[src/design/hndl_pkg.sv]
// ----------------------------------------------------------------------------
// Hashed name directory package
// Shared types, command and status codes, and byte helpers for the
// directory lookup unit and its hash engine.
// ----------------------------------------------------------------------------
package hndl_pkg;

    localparam int NAME_W     = 64;
    localparam int CMD_W      = 2;
    localparam int STATUS_W   = 2;
    localparam int INDEX_W    = 12;
    localparam int HASH_W     = 16;
    localparam int NAME_BYTES = 8;
    localparam int STEP_W     = $clog2(NAME_BYTES);
    localparam int HASH_SHIFT = 5;

    localparam logic [HASH_W-1:0] HASH_SEED = 16'd5381;

    localparam logic [CMD_W-1:0] CMD_CLEAR  = 2'd0;
    localparam logic [CMD_W-1:0] CMD_INSERT = 2'd1;
    localparam logic [CMD_W-1:0] CMD_LOOKUP = 2'd2;

    localparam logic [STATUS_W-1:0] STATUS_OK   = 2'd0;
    localparam logic [STATUS_W-1:0] STATUS_MISS = 2'd1;
    localparam logic [STATUS_W-1:0] STATUS_FULL = 2'd2;

    localparam logic [7:0] CHAR_NUL     = 8'h00;
    localparam logic [7:0] CHAR_LOWER_A = 8'h61;
    localparam logic [7:0] CHAR_LOWER_Z = 8'h7A;
    localparam logic [7:0] CASE_OFFSET  = 8'h20;

    typedef struct packed {
        logic [CMD_W-1:0]  cmd;
        logic [NAME_W-1:0] entry_name;
    } req_t;

    typedef struct packed {
        logic [STATUS_W-1:0] status;
        logic [INDEX_W-1:0]  entry_index;
    } rsp_t;

    typedef struct packed {
        logic              start;
        logic [NAME_W-1:0] name;
    } hash_req_t;

    typedef struct packed {
        logic              done;
        logic [HASH_W-1:0] value;
    } hash_rsp_t;

    typedef enum logic [2:0] {
        ST_INIT,
        ST_IDLE,
        ST_CLEAR,
        ST_HASH,
        ST_HEAD,
        ST_CHECK,
        ST_RESP
    } state_t;

    function automatic logic [7:0] fold_byte(input logic [7:0] c);
        logic [7:0] r;
        r = c;
        if (c >= CHAR_LOWER_A && c <= CHAR_LOWER_Z)
        begin
            r = c - CASE_OFFSET;
        end
        return r;
    endfunction

    // Case-insensitive compare that stops at the first NUL.
    function automatic logic names_equal(input logic [NAME_W-1:0] a,
                                         input logic [NAME_W-1:0] b);
        logic [7:0] ca;
        logic [7:0] cb;
        logic       live;
        logic       eq;
        live = 1'b1;
        eq   = 1'b1;
        for (int i = 0; i < NAME_BYTES; i++)
        begin
            ca = fold_byte(a[8*i +: 8]);
            cb = fold_byte(b[8*i +: 8]);
            if (live)
            begin
                if (ca != cb)
                begin
                    eq   = 1'b0;
                    live = 1'b0;
                end
                else if (ca == CHAR_NUL)
                begin
                    live = 1'b0;
                end
            end
        end
        return eq;
    endfunction

endpackage

[src/design/hndl_hash.sv]
// ----------------------------------------------------------------------------
// Name hash engine
// Folds one name byte per cycle into a shift-xor hash, stopping at the
// first NUL. Steps through all eight bytes of every name, then a one-cycle done pulse.
// ----------------------------------------------------------------------------
module hndl_hash (
    input  logic                  clk,
    input  logic                  rst_n,
    input  hndl_pkg::hash_req_t   hash_req,
    output hndl_pkg::hash_rsp_t   hash_rsp
);
    import hndl_pkg::*;

    logic [NAME_W-1:0] shift_reg;
    logic [NAME_W-1:0] shift_next;
    logic [HASH_W-1:0] value_reg;
    logic [HASH_W-1:0] value_next;
    logic [STEP_W-1:0] step_reg;
    logic [STEP_W-1:0] step_next;
    logic              stop_reg;
    logic              stop_next;
    logic              busy_reg;
    logic              busy_next;
    logic              done_reg;
    logic              done_next;
    logic [7:0]        folded;
    logic              last_step;

    assign folded    = fold_byte(shift_reg[7:0]);
    assign last_step = (step_reg == STEP_W'(NAME_BYTES - 1));

    always_comb
    begin
        shift_next = shift_reg;
        value_next = value_reg;
        step_next  = step_reg;
        stop_next  = stop_reg;
        busy_next  = busy_reg;
        done_next  = 1'b0;
        if (hash_req.start)
        begin
            shift_next = hash_req.name;
            value_next = HASH_SEED;
            step_next  = '0;
            stop_next  = 1'b0;
            busy_next  = 1'b1;
        end
        else if (busy_reg)
        begin
            shift_next = shift_reg >> 8;
            step_next  = step_reg + STEP_W'(1);
            if (!stop_reg)
            begin
                if (folded == CHAR_NUL)
                begin
                    stop_next = 1'b1;
                end
                else
                begin
                    value_next = (value_reg << HASH_SHIFT) ^ value_reg
                                 ^ HASH_W'(folded);
                end
            end
            if (last_step)
            begin
                busy_next = 1'b0;
                done_next = 1'b1;
            end
        end
    end

    always_ff @(posedge clk or negedge rst_n)
    begin
        if (!rst_n)
        begin
            step_reg <= '0;
            stop_reg <= 1'b0;
            busy_reg <= 1'b0;
            done_reg <= 1'b0;
        end
        else
        begin
            step_reg <= step_next;
            stop_reg <= stop_next;
            busy_reg <= busy_next;
            done_reg <= done_next;
        end
    end

    always_ff @(posedge clk)
    begin
        shift_reg <= shift_next;
        value_reg <= value_next;
    end

    assign hash_rsp.done  = done_reg;
    assign hash_rsp.value = value_reg;

endmodule

[config.mk]
export PLATFORM = sky130hd
export DESIGN_NAME = hndl_hash
export DESIGN_NICKNAME = d
export VERILOG_FILES = /design/src/design/hndl_pkg.sv /design/src/design/hndl_hash.sv
export SDC_FILE = /design/constraint.sdc
export NUM_CORES = 1
export LEC_CHECK = 0
export ABC_AREA = 1
export BUFFER_PORTS_ARGS = -buffer_cell sky130_fd_sc_hd__buf_2
export CAP_MARGIN = 0
export CORE_ASPECT_RATIO = 0.7
export CORE_MARGIN = 5
export CORE_UTILIZATION = 48
export CTS_CLUSTER_DIAMETER = 30
export DETAILED_ROUTE_END_ITERATION = 7
export PLACE_DENSITY = 0.74
export SLEW_MARGIN = 20
export SYNTH_ARGS = -nofsm -noshare
export SYNTH_HDL_FRONTEND = slang
export SYNTH_SLANG_ARGS = --single-unit
[constraint.sdc]
create_clock -name clk -period 2.6 [get_ports clk]
set_input_delay 0.52 -clock clk [delete_from_list [all_inputs] [get_ports clk]]
set_output_delay 0.52 -clock clk [all_outputs]
set_load 0.005 [all_outputs]
# --- Yosys cells after proc, flatten, opt, wreduce, memory -nomap -nowiden ---
# Cells that the tools add are included.
totals:
  ff_bits: 86
  out_inout_bits: 17
  inputBits: 67
classes:
  n_reduce_logical: 4
  magnitude_cmp: 2
  n_mux: 15
  add_sub_neg: 2
  bitwise_logic: 4
  n_eq_ne: 1
op_table:
  columns: ["cell", "n"]
  rows:
  - ["$mux W64", 2]
  - ["$xor A16 B16 Y16", 1]
  - ["$xor A16 B8 Y16", 1]
  - ["$mux W1", 10]
  - ["$ge A8 B7 Y1 const B", 1]
  - ["$le A8 B7 Y1 const B", 1]
  - ["$logic_not A8 Y1", 1]
  - ["$mux W8", 1]
  - ["$sub A8 B6 Y8 const B", 1]
  - ["$mux W3", 2]
  - ["$add A3 B1 Y3 const B", 1]
  - ["$eq A3 B3 Y1 const B", 1]
  - ["$reduce_and A3 Y1", 1]
  - ["$not A1 Y1", 2]
  - ["$reduce_bool A2 Y1", 1]
  - ["$logic_and A1 B1 Y1", 1]

# --- Depth between registers and ports, before layout ---
logic_depth:
  word_depth: 8
  depth_mapped: 10
  depth_no_buf: 10

# --- Worst setup path after synthesis ---
# OpenSTA, ideal clock, no wires.
synth_path:
  path_type: "input to register"
  start: "input port hash_req[64] (netlist bit)"
  end: "register shift_reg[0] (enable)"
  required_ps: 2182
  path_slack_ps: 135
  arrival_ps: 2047
  path_buffers: 1
  stages: 3
  path_cell_list: "clkbuf_1 > nor2_1 > inv_1"
synth_via:
  elab_chain_cells: 1
synth_rtl:
  columns: ["element", "line", "source"]
  rows:
  - ["start: declaration", "hndl_hash.sv:9", "input hndl_pkg::hash_req_t hash_req,"]
  - ["$reduce_bool A2 Y1 (no source line)", null, null]
  - ["end signal: assignment", "hndl_hash.sv:92", "shift_reg <= shift_next;"]
  - ["end: declaration", "hndl_hash.sv:14", "logic [NAME_W-1:0] shift_reg;"]
# Every way passes these cells.
# A chain may end at the register's enable or synchronous reset.

# --- Worst setup path in the final report ---
layout_path:
  start: "register shift_reg[5]"
  end: "register value_reg[4]"
layout_via:
  elab_chain_cells: 6
layout_rtl:
  columns: ["element", "line", "source"]
  rows:
  - ["$ge A8 B7 Y1 or $le A8 B7 Y1 (tied branches)", "hndl_pkg.sv:65", "if (c >= CHAR_LOWER_A && c <= CHAR_LOWER_Z)"]
  - ["$logic_and A1 B1 Y1", "hndl_pkg.sv:65", null]
  - ["$mux W8 *", "hndl_pkg.sv:65", null]
  - ["$logic_not A8 Y1", "hndl_hash.sv:54", "if (folded == CHAR_NUL)"]
  - ["$not A1 Y1 (no source line)", null, null]
  - ["$reduce_and A3 Y1 (no source line)", null, null]
  - ["end signal: assignment", "hndl_hash.sv:93", "value_reg <= value_next;"]
  - ["end: declaration", "hndl_hash.sv:16", "logic [HASH_W-1:0] value_reg;"]
# Mark *: on every way between the ends. The rest lies on a longest branch, timed or not.

==> impl_metrics.toml <==
[place]
gp_congestion = 0.759
detailed_place_hpwl_um = 5110
place_inst = 586
io_buffer_count = 83
worst_setup_slack_after_placement_ns = 0.633

[clock_network]
cts.path.max_buffers = 2
cts_inserted_buffers = 9
cts_root_buffer = "clkbuf_16"
clock_latency_ns = 0.33
post_cts_setup_buffers = 0
cts-resized-gates = 0
clk_slew_on_worst_s_h_paths_ns = 0.06
maximum_level_of_the_cts_h_tree = 3
cts_tree = "built"
clock_sinks = 86

[global_routing]
grt_start_max_net_pins = 77
gr-total-overflow = 0
initial_antenna_violation_count = 0
grt_pass1_vias = 2924
grt_use_total = 0.158
grt_first_pass_wirelength_um = 13100

[worst_setup_path]
worst-r2r-setup-slack_ns = 0.80
start_kind = "register"
cp.required_ns = 2.85
critPathArrivalTime_ns = 2.06
max_stage_delay_ns = 0.39
reg2reg_depth = 8
worst-path-max-fanout = 18
cp_top_family = "simple AND/OR/NAND/NOR gates"
cpMostUsedCell = "nand2_1"
crit_path_top_delay_cell = "edfxtp_1"
worstReg2RegStart = "shift_reg[5]"
setup.worst_path.class = "reg -> reg"
cp.buffers_inverters = 1
crit-reg2reg-capture = "value_reg[4]"
crit_path_end_kind = "register"
critical_path.cell_chain = "inv_1, ha_1, nand4_1, nand2_1, nand3_4, nand2_4, nand2_1, a21oi_1"

[timing]
worst-slew-pin-transition_ns = 0.768
final.hold.worst_slack_ns = 0.439
maxSlewViolCount = 0
final_min_period_over_clock_period = 0.694
fin_crit_ns = 1.80
final.setup.tns_ns = 0
final_count_of_hold_timing_violations = 0
finalSetupViolations = 0
achievable-frequency_ghz = 0.554
timing.slew.headroom = 0.488
worst_case_clock_skew_ns = 0.00682
unrepaired_setup_endpoints_after_global_routing = "no"
layout_setup_ws_ns = 0.795

[synth]
netlist_instances = 419
netlist.area_leader.share = 0.490
syn_area_per_cell_um2 = 9.35
yosys-top-cells-area = "edfxtp_1 (49%), nand2_1 (20%), dfxtp_1 (8.2%)"
yosysWarnings = 0
synth-async-reset-ratio = 0.0698
count_of_flip_flops_with_a_built_in_enable_after_synthesis = 64
synthesis.area_um2 = 3920
synth.largest_area_cell = "edfxtp_1"
yosys_register_bits = 86
synthTopCellsByCount = "nand2_1 (207), edfxtp_1 (64), nand3_1 (28)"
yosysMostFrequentCell = "nand2_1"
postSynth.topFlopCell = "edfxtp_1"
seq_total_area_yosys = 0.610
synthesized_net_count = 489
ys_types = 27

[die]
rows = 27
die_width_um = 118
num_io_pins = 84
die_height_um = 85.6
coreArea_um2 = 7910
initial_utilization = 0.496
die_area_um2 = 10100

[power_and_ir_drop]
power_report.internal_total_uw = 2710
switching_share = 0.242
p_sw_uw = 866
power.share.clock = 0.380
max-vdd-ir-drop_mv = 0.411
power.density_nw_per_um2 = 756
reported_leakage_power_uw = 0.00236
pwr-share-comb = 0.136
power.share.sequential = 0.484

[drt]
firstDrtPassIters = 5
route.vias.total = 2937
route.detailed.drc = 0
detail_route.vias_per_cell = 4.87
detail_route.wirelength_um = 7650
first_iter_violations = 186
wire_per_inst_um = 12.7
final_antenna_net_count = 0

[finish]
area_growth_pct = 20.7
postLayoutCoreUtil = 0.598
max_reg_flops = 64
design.final.nets = 567
antenna-diode-count = 0
final-instance-count-excl-fill = 603
post_route_cells_drive_above_1_share = 0.243

[worst_hold_path]
timing.hold.worst_path_depth = 3
holdPathEnd = "shift_reg[59]"
hold_start = "hash_req[59]"
hold_path_class = "in -> reg"

[job]
max-cap-violations = 0

[outcome]
status = "completed"
==> kinds of logic (layout without fill, tap and decap cells) <==
kind of cell / after synthesis / in the layout / synth area share
buffers and inverters: 41 / 124 / 0.0457
flip-flops: 86 / 86 / 0.610
XOR/XNOR: 16 / 16 / 0.0358
adder cells (fa/ha/maj): 3 / 3 / 0.00958
AO/OA/AOI/OAI: 14 / 14 / 0.0233
AND/OR/NAND/NOR: 259 / 259 / 0.275
==> cell type report <==
| cell class | instances | area (um^2) |
|---|---|---|
| clock buffers | 9 | 225 |
| multi-input cells | 292 | 1350 |
| well taps | 101 | 126 |
| clock inverters | 7 | 97.6 |
| fillers | 669 | 3180 |
| inverters | 21 | 78.8 |
| flip-flops and latches | 86 | 2390 |
| repair buffers | 87 | 460 |
==> placed cells by master, fill, tap and decap left out, types with 7 or more instances in the layout <==
cell type and count:
nor2_1 7, nand2_1 207, dfxtp_1 16, nand2_2 7
xor2_1 14, edfxtp_1 64, inv_1 18, nand3_1 28
buf_2 83, clkbuf_16 9
==> metal layers <==
layer / GRT usage / wire [um] / part of all wire
met5: 0 / 0 / 0
met4: 0.0458 / 37 / 0.0048
met1: 0.196 / 3470 / 0.45
met2: 0.261 / 3640 / 0.48
met3: 0.0593 / 495 / 0.065
==> worst max path at each step <==
stage | startpoint | endpoint | depth (start not counted)
2_1_floorplan | hash_req[64] | shift_reg[0] | 3
3_3_place_gp | hash_req[64] | shift_reg[57] | 4
3_5_place_dp | hash_req[64] | shift_reg[57] | 4
4_1_cts | shift_reg[5] | value_reg[14] | 8
5_1_grt | shift_reg[2] | value_reg[3] | 9
6_report | shift_reg[5] | value_reg[4] | 8
==> per-stage QoR <==
| step | power [uW] | area [um^2] |
|---|---|---|
| floorplan | 2070 | 3920 |
| global placement | 2230 | 4400 |
| detailed placement | 2250 | 4400 |
| CTS | 3620 | 4730 |
| global route | 3780 | 4730 |
| finish | 3580 | 4730 |
==> power groups by stage <==
stage / clock network (uW) / registers (uW) / logic [uW]
global route: 1470 / 1750 / 555
detailed placement: 0 / 1760 / 486
CTS: 1390 / 1730 / 492
floorplan: 0 / 1750 / 319
global placement: 0 / 1760 / 469
finish: 1360 / 1730 / 485
==> timing repair <==
item,CTS,global route
endpoints found under the setup margin,0,0
endpoints found under the hold margin,1,0
hold buffers,1,0
==> worst register-to-register path: stages, from the launching register on <==
cell and delay, ns:
edfxtp_1 0.39, inv_1 0.10, ha_1 0.31, nand4_1 0.12
nand2_1 0.12, nand3_4 0.21, nand2_4 0.27, nand2_1 0.08
a21oi_1 0.13
(Power assumes the default switching activity.)
